===== src/su2qa_pkg.sv =====
package su2qa_pkg;

    localparam logic [2:0] CMD_SUM   = 3'd0;
    localparam logic [2:0] CMD_MUL   = 3'd1;
    localparam logic [2:0] CMD_SCALE = 3'd2;
    localparam logic [2:0] CMD_CONJ  = 3'd3;
    localparam logic [2:0] CMD_DET   = 3'd4;
    localparam logic [2:0] CMD_TRACE = 3'd5;

    localparam int unsigned NUM_LANES  = 4;
    localparam int unsigned NUM_TERMS  = 4;
    localparam int unsigned FIFO_DEPTH = 8;
    localparam int unsigned FIFO_PTR_W = 3;
    localparam int unsigned OCC_W      = 4;

    typedef struct packed {
        logic                 vld;
        logic                 mul;
        logic [NUM_TERMS-1:0] neg;
    } t_lane_ctrl;

endpackage


===== src/su2qa_if.sv =====


interface su2qa_rsp_if #(
    parameter int DW = 32
);
    logic                 valid;
    logic                 ready;
    logic signed [DW-1:0] r0;
    logic signed [DW-1:0] r1;
    logic signed [DW-1:0] r2;
    logic signed [DW-1:0] r3;
    logic                 overflow;

    modport source (
        output valid, r0, r1, r2, r3, overflow,
        input  ready
    );
    modport sink (
        input  valid, r0, r1, r2, r3, overflow,
        output ready
    );
endinterface


===== src/su2qa_merge.sv =====
module su2qa_merge #(
    parameter int DATA_WIDTH = 32
) (
    input  logic                         i_clk,
    input  logic                         i_rst_n,
    input  logic                         i_vld,
    input  logic signed [DATA_WIDTH-1:0] i_r [su2qa_pkg::NUM_LANES],
    input  logic [su2qa_pkg::NUM_LANES-1:0] i_ovf,
    output logic                         o_pop,
    su2qa_rsp_if.source                  o_rsp
);

    localparam int PW = 4 * DATA_WIDTH + 1;

    logic [PW-1:0]                      r_mem [su2qa_pkg::FIFO_DEPTH];
    logic [su2qa_pkg::FIFO_PTR_W-1:0]   r_wr_ptr;
    logic [su2qa_pkg::FIFO_PTR_W-1:0]   r_rd_ptr;
    logic [su2qa_pkg::OCC_W-1:0]        r_cnt;
    logic [su2qa_pkg::OCC_W-1:0]        n_cnt;
    logic [PW-1:0]                      w_wr_data;
    logic [PW-1:0]                      w_rd_data;

    // combine lanes: overflow if any lane saturated
    assign w_wr_data = {(|i_ovf), i_r[3], i_r[2], i_r[1], i_r[0]};
    assign w_rd_data = r_mem[r_rd_ptr];
    assign o_pop     = o_rsp.valid && o_rsp.ready;

    always_comb begin
        n_cnt = r_cnt;
        if (i_vld && !o_pop) begin
            n_cnt = r_cnt + 1'b1;
        end else if (!i_vld && o_pop) begin
            n_cnt = r_cnt - 1'b1;
        end
    end

    always_ff @(posedge i_clk) begin
        if (!i_rst_n) begin
            r_wr_ptr <= '0;
            r_rd_ptr <= '0;
            r_cnt    <= '0;
        end else begin
            r_cnt <= n_cnt;
            if (i_vld) begin
                r_wr_ptr <= r_wr_ptr + 1'b1;
            end
            if (o_pop) begin
                r_rd_ptr <= r_rd_ptr + 1'b1;
            end
        end
    end

    always_ff @(posedge i_clk) begin
        if (i_vld) begin
            r_mem[r_wr_ptr] <= w_wr_data;
        end
    end

    assign o_rsp.valid    = (r_cnt != '0);
    assign o_rsp.r0       = w_rd_data[DATA_WIDTH-1:0];
    assign o_rsp.r1       = w_rd_data[2*DATA_WIDTH-1:DATA_WIDTH];
    assign o_rsp.r2       = w_rd_data[3*DATA_WIDTH-1:2*DATA_WIDTH];
    assign o_rsp.r3       = w_rd_data[4*DATA_WIDTH-1:3*DATA_WIDTH];
    assign o_rsp.overflow = w_rd_data[PW-1];

endmodule


===== src/flat_wrapper.sv =====
// flat-port wrapper written by rule: the top's interface ports become plain ports
module su2qa_merge_flat 
#(
    parameter int DATA_WIDTH = 32
)
  (i_clk, i_rst_n, i_vld, i_r, i_ovf, o_pop, o_rsp_valid, o_rsp_r0, o_rsp_r1, o_rsp_r2, o_rsp_r3, o_rsp_overflow, o_rsp_ready);
  su2qa_rsp_if o_rsp_i ();
  input  logic i_clk;
  input  logic i_rst_n;
  input  logic i_vld;
  input  logic signed [DATA_WIDTH-1:0] i_r[su2qa_pkg::NUM_LANES];
  input  logic [su2qa_pkg::NUM_LANES-1:0] i_ovf;
  output logic o_pop;
  output wire logic [$bits(o_rsp_i.valid)-1:0] o_rsp_valid;
  output wire logic [$bits(o_rsp_i.r0)-1:0] o_rsp_r0;
  output wire logic [$bits(o_rsp_i.r1)-1:0] o_rsp_r1;
  output wire logic [$bits(o_rsp_i.r2)-1:0] o_rsp_r2;
  output wire logic [$bits(o_rsp_i.r3)-1:0] o_rsp_r3;
  output wire logic [$bits(o_rsp_i.overflow)-1:0] o_rsp_overflow;
  input wire logic [$bits(o_rsp_i.ready)-1:0] o_rsp_ready;
  assign o_rsp_valid = o_rsp_i.valid;
  assign o_rsp_r0 = o_rsp_i.r0;
  assign o_rsp_r1 = o_rsp_i.r1;
  assign o_rsp_r2 = o_rsp_i.r2;
  assign o_rsp_r3 = o_rsp_i.r3;
  assign o_rsp_overflow = o_rsp_i.overflow;
  assign o_rsp_i.ready = o_rsp_ready;
  su2qa_merge #(.DATA_WIDTH(DATA_WIDTH)) u_core (.i_clk(i_clk), .i_rst_n(i_rst_n), .i_vld(i_vld), .i_r(i_r), .i_ovf(i_ovf), .o_pop(o_pop), .o_rsp(o_rsp_i));
endmodule

===== config.mk =====
export PLATFORM = sky130hd
export DESIGN_NAME = su2qa_merge_flat
export DESIGN_NICKNAME = d
export VERILOG_FILES = /design/src/su2qa_pkg.sv /design/src/su2qa_if.sv /design/src/su2qa_merge.sv /design/src/flat_wrapper.sv
export SDC_FILE = /design/constraint.sdc
export NUM_CORES = 1
export LEC_CHECK = 0
export BUFFER_PORTS_ARGS = -buffer_cell sky130_fd_sc_hd__buf_2
export CAP_MARGIN = 20
export CORE_UTILIZATION = 25
export CTS_CLUSTER_DIAMETER = 30
export DETAILED_ROUTE_END_ITERATION = 12
export PLACE_DENSITY_LB_ADDON = 0.12
export SLEW_MARGIN = 30
export SYNTH_ARGS = -nofsm -noshare
export SYNTH_HDL_FRONTEND = slang
export SYNTH_SLANG_ARGS = --single-unit

===== constraint.sdc =====
create_clock -name i_clk -period 24.7 [get_ports i_clk]
set_input_delay 1.235 -clock i_clk [delete_from_list [all_inputs] [get_ports i_clk]]
set_output_delay 1.235 -clock i_clk [all_outputs]
set_load 0.02 [all_outputs]

==> impl_metrics.toml, run 1 <==
[outcome]
status = "complete, no violations"

[sta]
fin_tns_setup_ns = 0
hold_violations = 0
skew_ns = 0.0641
fin_crit_sh_pct = 22.8
drv_slew = 0
setup_viol = 0
period_needed_ns = 5.63
slew-limit-headroom_pct = 39.1
worst_slew_pin_slew_ns = 0.914
whs_ns = 0.472
worst_slack_ns = 19.07
rsz0062_at_grt = "no"
fmax_mhz = 178

[synthesis]
yosysWarnings = 0
synth_top_area_share_pct = 77.8
synth-seq-cells = 1045
synth_fp_nets = 1704
syn_avg_cell_area_sq_um = 25.5
synthTopCellsByArea = "edfxtp_1 78%, mux4_2 8.7%, mux4_1 6.9%, mux2_2 3.6%, dfxtp_1 0.65%"
synth_edf_count = 1032
synthArstFlopShare_pct = 0
yosysUniqueCellTypes = 33
synth_flop_cell = "edfxtp_1"
synth_top_area_cell = "edfxtp_1"
syn_area_sq_mm = 0.0398
synth_seq_area_share_pct = 78.5
synth_cells = 1562

[grt]
grt_first_pass_wirelength_um = 143000
grt_overflow = 0
grt_max_degree = 88
grt_usage_pct = 12.3
antenna_found_initial = 25
grt_pass1_vias = 21200

[clock_network]
cts_resized = 0
h-tree-depth = 5
cts_buffers = 288
hold_buffers = 0
cts_tree = "done"
cts-root-buf = "clkbuf_16"
cts_setup_buffers = 0
clk_path_buf_depth = 4
cts.sinks = 1045
cts.clk_slew.worst_paths_ns = 0.04
worstSkewPairLatency_ns = 0.89

[placed_design]
post-place-ws_ns = 19.79
numPortBuffers = 266
hpwl_um = 50600
gp_congestion = 0.666

[layout]
syn_to_final_growth_pct = 33.5
layout_commonest_cell = "edfxtp_1"
final_util_pct = 33.6
nNetsFinal = 2226
nFillCells = 14900
drive_gt1_share_pct = 44.7
most-common-layout-cells = "1032 x edfxtp_1, 294 x clkbuf_16, 266 x buf_2, 154 x mux4_2, 129 x mux2_2"

[detailed_routing]
dr.first_iter.drc_count = 786
dr.pass1.iters = 6
num_vias = 18600
routed_via_density = 4.26
post_drt_wl_per_cell_um = 22.6
route.detailed.drc = 0
routed_wl_um = 98500
postRouteAntennaNets = 0

[pwr]
clockPowerShare_pct = 55.0
ir_worst_vdd_uv = 59.8
switching_share_pct = 23.5
power.density_mw_per_mm2 = 123
seq_power_share_pct = 31.2
p_comb_share_pct = 13.8
internal-power_mw = 5.02
p_leak_nw = 17.7
power_switching_mw = 1.54

[floorplanning]
rows = 146
core_sq_mm = 0.158
io-pin-count = 267
initial_utilization_pct = 25.2
dieWidth_um = 401
dieArea_sq_mm = 0.161
die_h_um = 401

[worst_hold_path]
hold_path.class = "reg2reg"

[critical_path]
criticalPathCategory = "reg2out"
cp-end-kind = "output pin"
cp.required_ns = 23.47
cp.arrival_ns = 4.40
critPathMaxFanout = 39
start_kind = "flop"

[job]
max_cap_viol_count = 0
## final timing paths
path / start / end / slack [ns] / cells past startpoint
setup / recovery: flop / o_rsp_r3[8] / 19.07 / 5
hold / removal: u_core.r_cnt[3]$_SDFFE_PN0P_ / u_core.r_cnt[3]$_SDFFE_PN0P_ / 0.47 / 2
setup reg to reg: u_core.r_wr_ptr[0]$_SDFFE_PN0P_ / u_core.r_mem[7][101]$_DFFE_PP_ / 21.49 / 4
hold reg to reg: u_core.r_cnt[3]$_SDFFE_PN0P_ / u_core.r_cnt[3]$_SDFFE_PN0P_ / 0.47 / 2
## layer usage
metal | global-route usage (%) | vias up | part of all wire, %
met3 | 4.26 | 235 | 5.9
met5 | 0 | - | 0.18
li1 | - | 7975 | -
met2 | 20.3 | 491 | 49
met4 | 4.68 | 30 | 2.5
met1 | 14.8 | 9859 | 42
## cell type report
class	instances	area, sq um	area share, %
antenna	3	7.51	0.0141
clock buffer	324	7470	14.1
clock inverter	170	2020	3.81
inverter	2	7.51	0.0141
multi-input combinational	441	8080	15.2
sequential	1045	31300	58.8
tap	2072	2590	4.88
timing repair buffer	306	1700	3.20
## cell usage after synthesis, types with 5 or more instances
cell and count:
edfxtp_1 1032, mux4_2 154, mux2_2 129, mux4_1 104, buf_6 23, buf_2 21
clkbuf_1 18, dfxtp_1 13, nand2_1 9, nor2_1 7, and2_1 5, buf_1 5
ha_1 5, xnor2_1 5
## through the flow
stage                     cell area, sq um  instances  power [mW]
after detailed placement             43600       3866        3.01
after global placement               43600       3864        3.00
after floorplan                      39800       1562        2.75
final                                53100       4363        6.56
after CTS                            53100       4360        6.68
after global routing                 53100       4360        6.81
## flip-flops by register name (all words and copies together) (netlist names), named ones only
signal / count
u_core.r_mem: 1032
u_core.r_cnt: 4
u_core.r_rd_ptr: 3
u_core.r_wr_ptr: 3
## power by group through the flow
| stage | sequential [mW] | clock [mW] | combinational, mW |
|---|---|---|---|
| finish | 2.05 | 3.61 | 0.903 |
| global route | 2.05 | 3.79 | 0.975 |
| CTS | 2.05 | 3.70 | 0.940 |
| detailed placement | 2.08 | 0 | 0.935 |
| global placement | 2.07 | 0 | 0.928 |
| floorplan | 2.06 | 0 | 0.695 |
## cell families after synthesis
group | after synthesis | share of synthesized area (%)
flops | 1045 | 78.5
fa+ha+maj | 6 | 0.207
mux | 390 | 19.3
buf+inv | 76 | 1.35
simple gates | 34 | 0.431
compound gates | 5 | 0.0786
xor+xnor | 6 | 0.132
## critical path: stages (launching register included)
cell and delay (ns):
dfxtp_4 0.88, buf_4 0.77, buf_4 0.68, mux4_1 0.63, mux2_2 0.30, buf_2 0.17
Power figures use the tool's default switching activity.
==> inputs of run 2 (changes only) <==
==> constraint.sdc (replaced) <==
create_clock -name i_clk -period 5.37 [get_ports i_clk]
set_input_delay 0.2685 -clock i_clk [delete_from_list [all_inputs] [get_ports i_clk]]
set_output_delay 0.2685 -clock i_clk [all_outputs]
set_load 0.02 [all_outputs]
==> run 2 against run 1 <==
  * Clock power rose to 4.5 times the previous value
  * Routed wire length rose by 0.88%
  * Core utilization rose by 0.86 points
  * Sequential share of layout area fell by 1.5 points
  * Sequential power rose to 4.6 times the previous value
  * Design area rose by 2.6%
  * Clock skew fell by 0.0073 ns
  * Global-route usage rose by 0.089 points
==> impl_metrics.toml, run 2 (same netlist as run 1, synthesis figures left out) <==
[outcome]
status = "complete, no violations"

[pwr]
internal-power_mw = 22.9
finalPower_mw = 30.0
p_comb_share_pct = 14.5
ir_worst_vdd_uv = 378
seq_power_share_pct = 31.3
clockPowerShare_pct = 54.2
switching_share_pct = 23.7
p_leak_nw = 18.2
power.density_mw_per_mm2 = 551
power_switching_mw = 7.13

[sta]
fin_tns_setup_ns = 0
skew_ns = 0.0568
period_needed_ns = 3.64
slew-limit-headroom_pct = 41.1
drv_slew = 0
setup_viol = 0
worst_slew_pin_slew_ns = 0.884
hold_violations = 0
fin_crit_sh_pct = 67.7
rsz0062_at_grt = "no"
fmax_mhz = 275

[grt]
grt_usage_pct = 12.4
grt_util_met3_pct = 4.01
grt_overflow = 0
use_met2_pct = 20.3
gr-usage-met1_pct = 15.3
busiest_layer = "met2"
grt_first_pass_wirelength_um = 145000
antenna_found_initial = 14
grt_pass1_vias = 21800
grt_max_degree = 76

[critical_path]
start_kind = "flop"
criticalPathCategory = "reg2out"
critPathMaxFanout = 43
cp.arrival_ns = 3.37
r2r_cells = 4
cp.required_ns = 5.10
cp-end-kind = "output pin"

[floorplanning]
dieArea_sq_mm = 0.161
initial_utilization_pct = 25.2
io-pin-count = 267
core_sq_mm = 0.158
rows = 146
die_h_um = 401
dieWidth_um = 401

[detailed_routing]
routed_via_density = 4.24
routed_wl_um = 99300
dr.pass1.iters = 4
dr.first_iter.drc_count = 923
route.detailed.drc = 0
postRouteAntennaNets = 0
num_vias = 19000
post_drt_wl_per_cell_um = 22.1

[placed_design]
gp_congestion = 0.657
place_inst = 3864
hpwl_um = 50100
place_area_sq_mm = 0.0438
numPortBuffers = 266

[clock_network]
clk_path_buf_depth = 4
cts.sinks = 1045
cts.clk_slew.worst_paths_ns = 0.04
h-tree-depth = 5
worstSkewPairLatency_ns = 0.86
cts_tree = "done"
cts_setup_buffers = 0
cts-root-buf = "clkbuf_16"
cts_buffers = 285

[layout]
final_util_pct = 34.4
layout_commonest_cell = "edfxtp_1"
drive_gt1_share_pct = 42.7
syn_to_final_growth_pct = 36.9
largest_reg_flops = 1032
fin_cells = 4490
most-common-layout-cells = "1032 x edfxtp_1, 289 x clkbuf_16, 266 x buf_2, 154 x mux4_2, 134 x dlygate4sd3_1"
nNetsFinal = 2355
top_register = "u_core.r_mem"
final_area_sq_mm = 0.0545
reg_top3 = "u_core.r_mem x1032, u_core.r_cnt x4"

[job]
max_cap_viol_count = 0

[worst_hold_path]
hold_path.class = "in2reg"
holdPathStages = 2
[run 2: timing repair]
| action | in CTS | in global routing |
|---|---|---|
| resized for setup | 0 | 0 |
| endpoints found under the hold margin | 1045 | 0 |
| hold buffers | 134 | 0 |
[run 2: worst max-delay path, cell delays in order (launching register included)]
cell and delay (ns):
dfxtp_4 0.69, buf_12 0.31, buf_12 0.37, mux4_1 0.62, mux2_2 0.27, buf_2 0.17
[run 2: area by class of cell]
cell class | instances | area (sq um)
fillers | 14800 | 104000
flip-flops and latches | 1045 | 31300
multi-input cells | 441 | 8090
clock buffers | 306 | 7300
repair buffers | 438 | 3210
well taps | 2072 | 2590
clock inverters | 183 | 2030
inverters | 2 | 7.51
diodes | 3 | 7.51
[run 2: worst paths after layout]
| check | endpoint | slack (ns) | start |
|---|---|---|---|
| max | o_rsp_r2[16] | 1.73 | flop |
| min reg2reg | u_core.r_cnt[3]$_SDFFE_PN0P_ | 0.48 | u_core.r_cnt[3]$_SDFFE_PN0P_ |
| max reg2reg | u_core.r_mem[5][48]$_DFFE_PP_ | 2.84 | u_core.r_wr_ptr[0]$_SDFFE_PN0P_ |
| min | u_core.r_mem[7][67]$_DFFE_PP_ | 0.20 | i_r[35] |
[run 2: through the flow]
step | hold WS, ns | setup slack (ns)
floorplan | 0.367 | -1.16
global placement | 0.459 | 2.33
detailed placement | 0.472 | 2.47
CTS | 0.115 | 1.49
global route | 0.169 | 1.46
finish | 0.203 | 1.73
[run 2: power by group through the flow]
| stage | clock [mW] | sequential (mW) | combinational (mW) |
|---|---|---|---|
| 6_report | 16.3 | 9.39 | 4.36 |
| 5_1_grt | 17.1 | 9.42 | 4.71 |
| 4_1_cts | 16.7 | 9.41 | 4.54 |
| 3_5_place_dp | 0 | 9.54 | 4.42 |
| 3_3_place_gp | 0 | 9.58 | 4.33 |
| 2_1_floorplan | 0 | 9.45 | 3.20 |
[run 2: routing by layer]
metal  part of all wire [%]  up-vias
met5                   0.14        -
met4                    2.2       20
met3                    5.4      214
met2                     49      472
met1                     43    10100
li1                       -     8240
==> inputs of run 3 (changes only) <==
==> constraint.sdc (replaced) <==
create_clock -name i_clk -period 3.1 [get_ports i_clk]
set_input_delay 0.155 -clock i_clk [delete_from_list [all_inputs] [get_ports i_clk]]
set_output_delay 0.155 -clock i_clk [all_outputs]
set_load 0.02 [all_outputs]
==> run 3 against run 2 <==
  * Critical path depth is the same
  * Clock power grew 75%
  * Register-to-register slack lost 2.2 ns
  * Critical endpoint is now o_rsp_r2[29]
  * Largest cell class unchanged
==> impl_metrics.toml, run 3 (same netlist as run 1, synthesis figures left out) <==
[outcome]
status = "complete, no violations"

[worst_hold_path]
holdPathStages = 2
min-delay-start = "i_r[127]"
hold_path.class = "in2reg"
worst_hold_path.endpoint = "u_core.r_mem[7][31]$_DFFE_PP_"

[clock_network]
cts.clk_slew.worst_paths_ns = 0.04
cts-root-buf = "clkbuf_16"
worstSkewPairLatency_ns = 0.88
h-tree-depth = 5
cts.sinks = 1045
cts_buffers = 292
clk_path_buf_depth = 4
cts_tree = "done"

[floorplanning]
core_sq_mm = 0.158
dieArea_sq_mm = 0.161
dieWidth_um = 401
initial_utilization_pct = 25.2
rows = 146
die_h_um = 401
io-pin-count = 267

[layout]
reg_top3 = "u_core.r_mem x1032, u_core.r_cnt x4"
syn_to_final_growth_pct = 38.2
fin_cells = 4510
largest_reg_flops = 1032
final_util_pct = 34.8
layout_commonest_cell = "edfxtp_1"
top_register = "u_core.r_mem"
most-common-layout-cells = "1032 x edfxtp_1, 298 x clkbuf_16, 258 x buf_2, 163 x mux4_2, 134 x dlygate4sd3_1"
nNetsFinal = 2372
drive_gt1_share_pct = 43.1

[critical_path]
critPathMaxStageDelay_ns = 0.56
cp.required_ns = 2.94
criticalPathCategory = "reg2out"
timing.rr.end = "u_core.r_cnt[3]$_SDFFE_PN0P_"
worst_path_max_delay_cell = "mux4_1"
path_common_cell = "buf_16"
start_kind = "flop"
cp-end-kind = "output pin"
cp.arrival_ns = 2.88
r2r_slack_ns = 0.68
path_cells = "buf_16 -> buf_16 -> mux4_1 -> mux2_2 -> buf_2"
r2r_cells = 9
timing.rr.start = "u_core.r_cnt[0]$_SDFFE_PN0P_"
critPathMaxFanout = 26

[grt]
grt_first_pass_wirelength_um = 148000
grt_pass1_vias = 22100
antenna_found_initial = 9
grt_overflow = 0
grt_max_degree = 91
grt_usage_pct = 12.7

[sta]
drv_slew = 0
setup_viol = 0
period_needed_ns = 3.03
rsz0062_at_grt = "yes"
skew_ns = 0.0511
fmax_mhz = 330
slew-limit-headroom_pct = 51.4
fin_tns_setup_ns = 0
worst_slew_pin_slew_ns = 0.729
hold_violations = 0
fin_crit_sh_pct = 97.9

[placed_design]
hpwl_um = 51100
gp_congestion = 0.663
place_inst = 3869
numPortBuffers = 266

[detailed_routing]
postRouteAntennaNets = 0
num_vias = 19300
route.detailed.drc = 0
route.met2.wl_um = 49900
dr.first_iter.drc_count = 991
routed.top_layer = "met5"
routed_via_density = 4.27
wl_met1_um = 44100
met3WireLength_um = 5440
post_drt_wl_per_cell_um = 22.6
routed_wl_um = 102000
dr.pass1.iters = 5

[pwr]
p_leak_nw = 18.4
power.density_mw_per_mm2 = 960
ir_worst_vdd_uv = 533

[job]
max_cap_viol_count = 0
[run 3: cell types whose count changed in the layout (fill, tap and decap cells not counted), sizes merged]
cell / change
diode: +2
clkinvlp: +2
inv: +4
clkinv: -14
bufinv: -5
buf: +8
clkbuf: +23
[run 3: through the flow]
stage                     worst slack (ns)  hold slack (ns)  power (mW)  area, sq um
after CTS                          -0.0473          0.00454        53.6        54900
after detailed placement             0.696            0.427        24.3        44000
final                               0.0656           0.0968        52.8        55000
after global routing               -0.0789           0.0477        54.9        55000
after global placement               0.621            0.416        24.2        44000
after floorplan                      -1.34            0.254        21.9        39900
[run 3: report_power, final]
| part | switching (mW) | internal [mW] |
|---|---|---|
| Clock | 8.36 | 20.1 |
| Combinational | 4.29 | 3.96 |
| Sequential | 0.120 | 16.0 |
| Total | 12.8 | 40.1 |
[run 3: critical path, delay by kind of cell (launching register included)]
family	cells	cell delay, ns
buf+inv	3	0.67
mux	2	0.87
flops	1	0.37
[run 3: layer usage]
layer / global-route usage (%) / vias up
met3: 3.88 / 215
met5: 0 / -
met1: 15.7 / 10300
met4: 4.81 / 14
met2: 20.7 / 511
li1: - / 8268
[run 3: worst max-delay path by stage]
| stage | end | cells past startpoint |
|---|---|---|
| global placement | u_core.r_cnt[3]$_SDFFE_PN0P_ | 9 |
| detailed placement | u_core.r_cnt[3]$_SDFFE_PN0P_ | 9 |
| finish | o_rsp_r2[29] | 5 |
| floorplan | u_core.r_mem[5][0]$_DFFE_PP_ | 2 |
| CTS | o_rsp_r0[0] | 5 |
| global route | o_rsp_r2[29] | 5 |
[run 3: what timing repair did]
action | CTS | global route
endpoints found under the setup margin | 93 | 66
pin swaps | 0 | 0
gates cloned | 2 | 2
buffers inserted | 0 | 1
hold endpoints to repair | 1045 | 0
resized for setup | 37 | 10
hold buffers | 134 | 0
[run 3: area by class of cell]
class                   count  area, sq um
clock buffers             327         7520
well taps                2072         2590
clock inverters           170         1910
diodes                      5         12.5
multi-input cells         441         8070
repair buffers            448         3640
fillers                 14800       103000
flip-flops and latches   1045        31300
inverters                   2         7.51
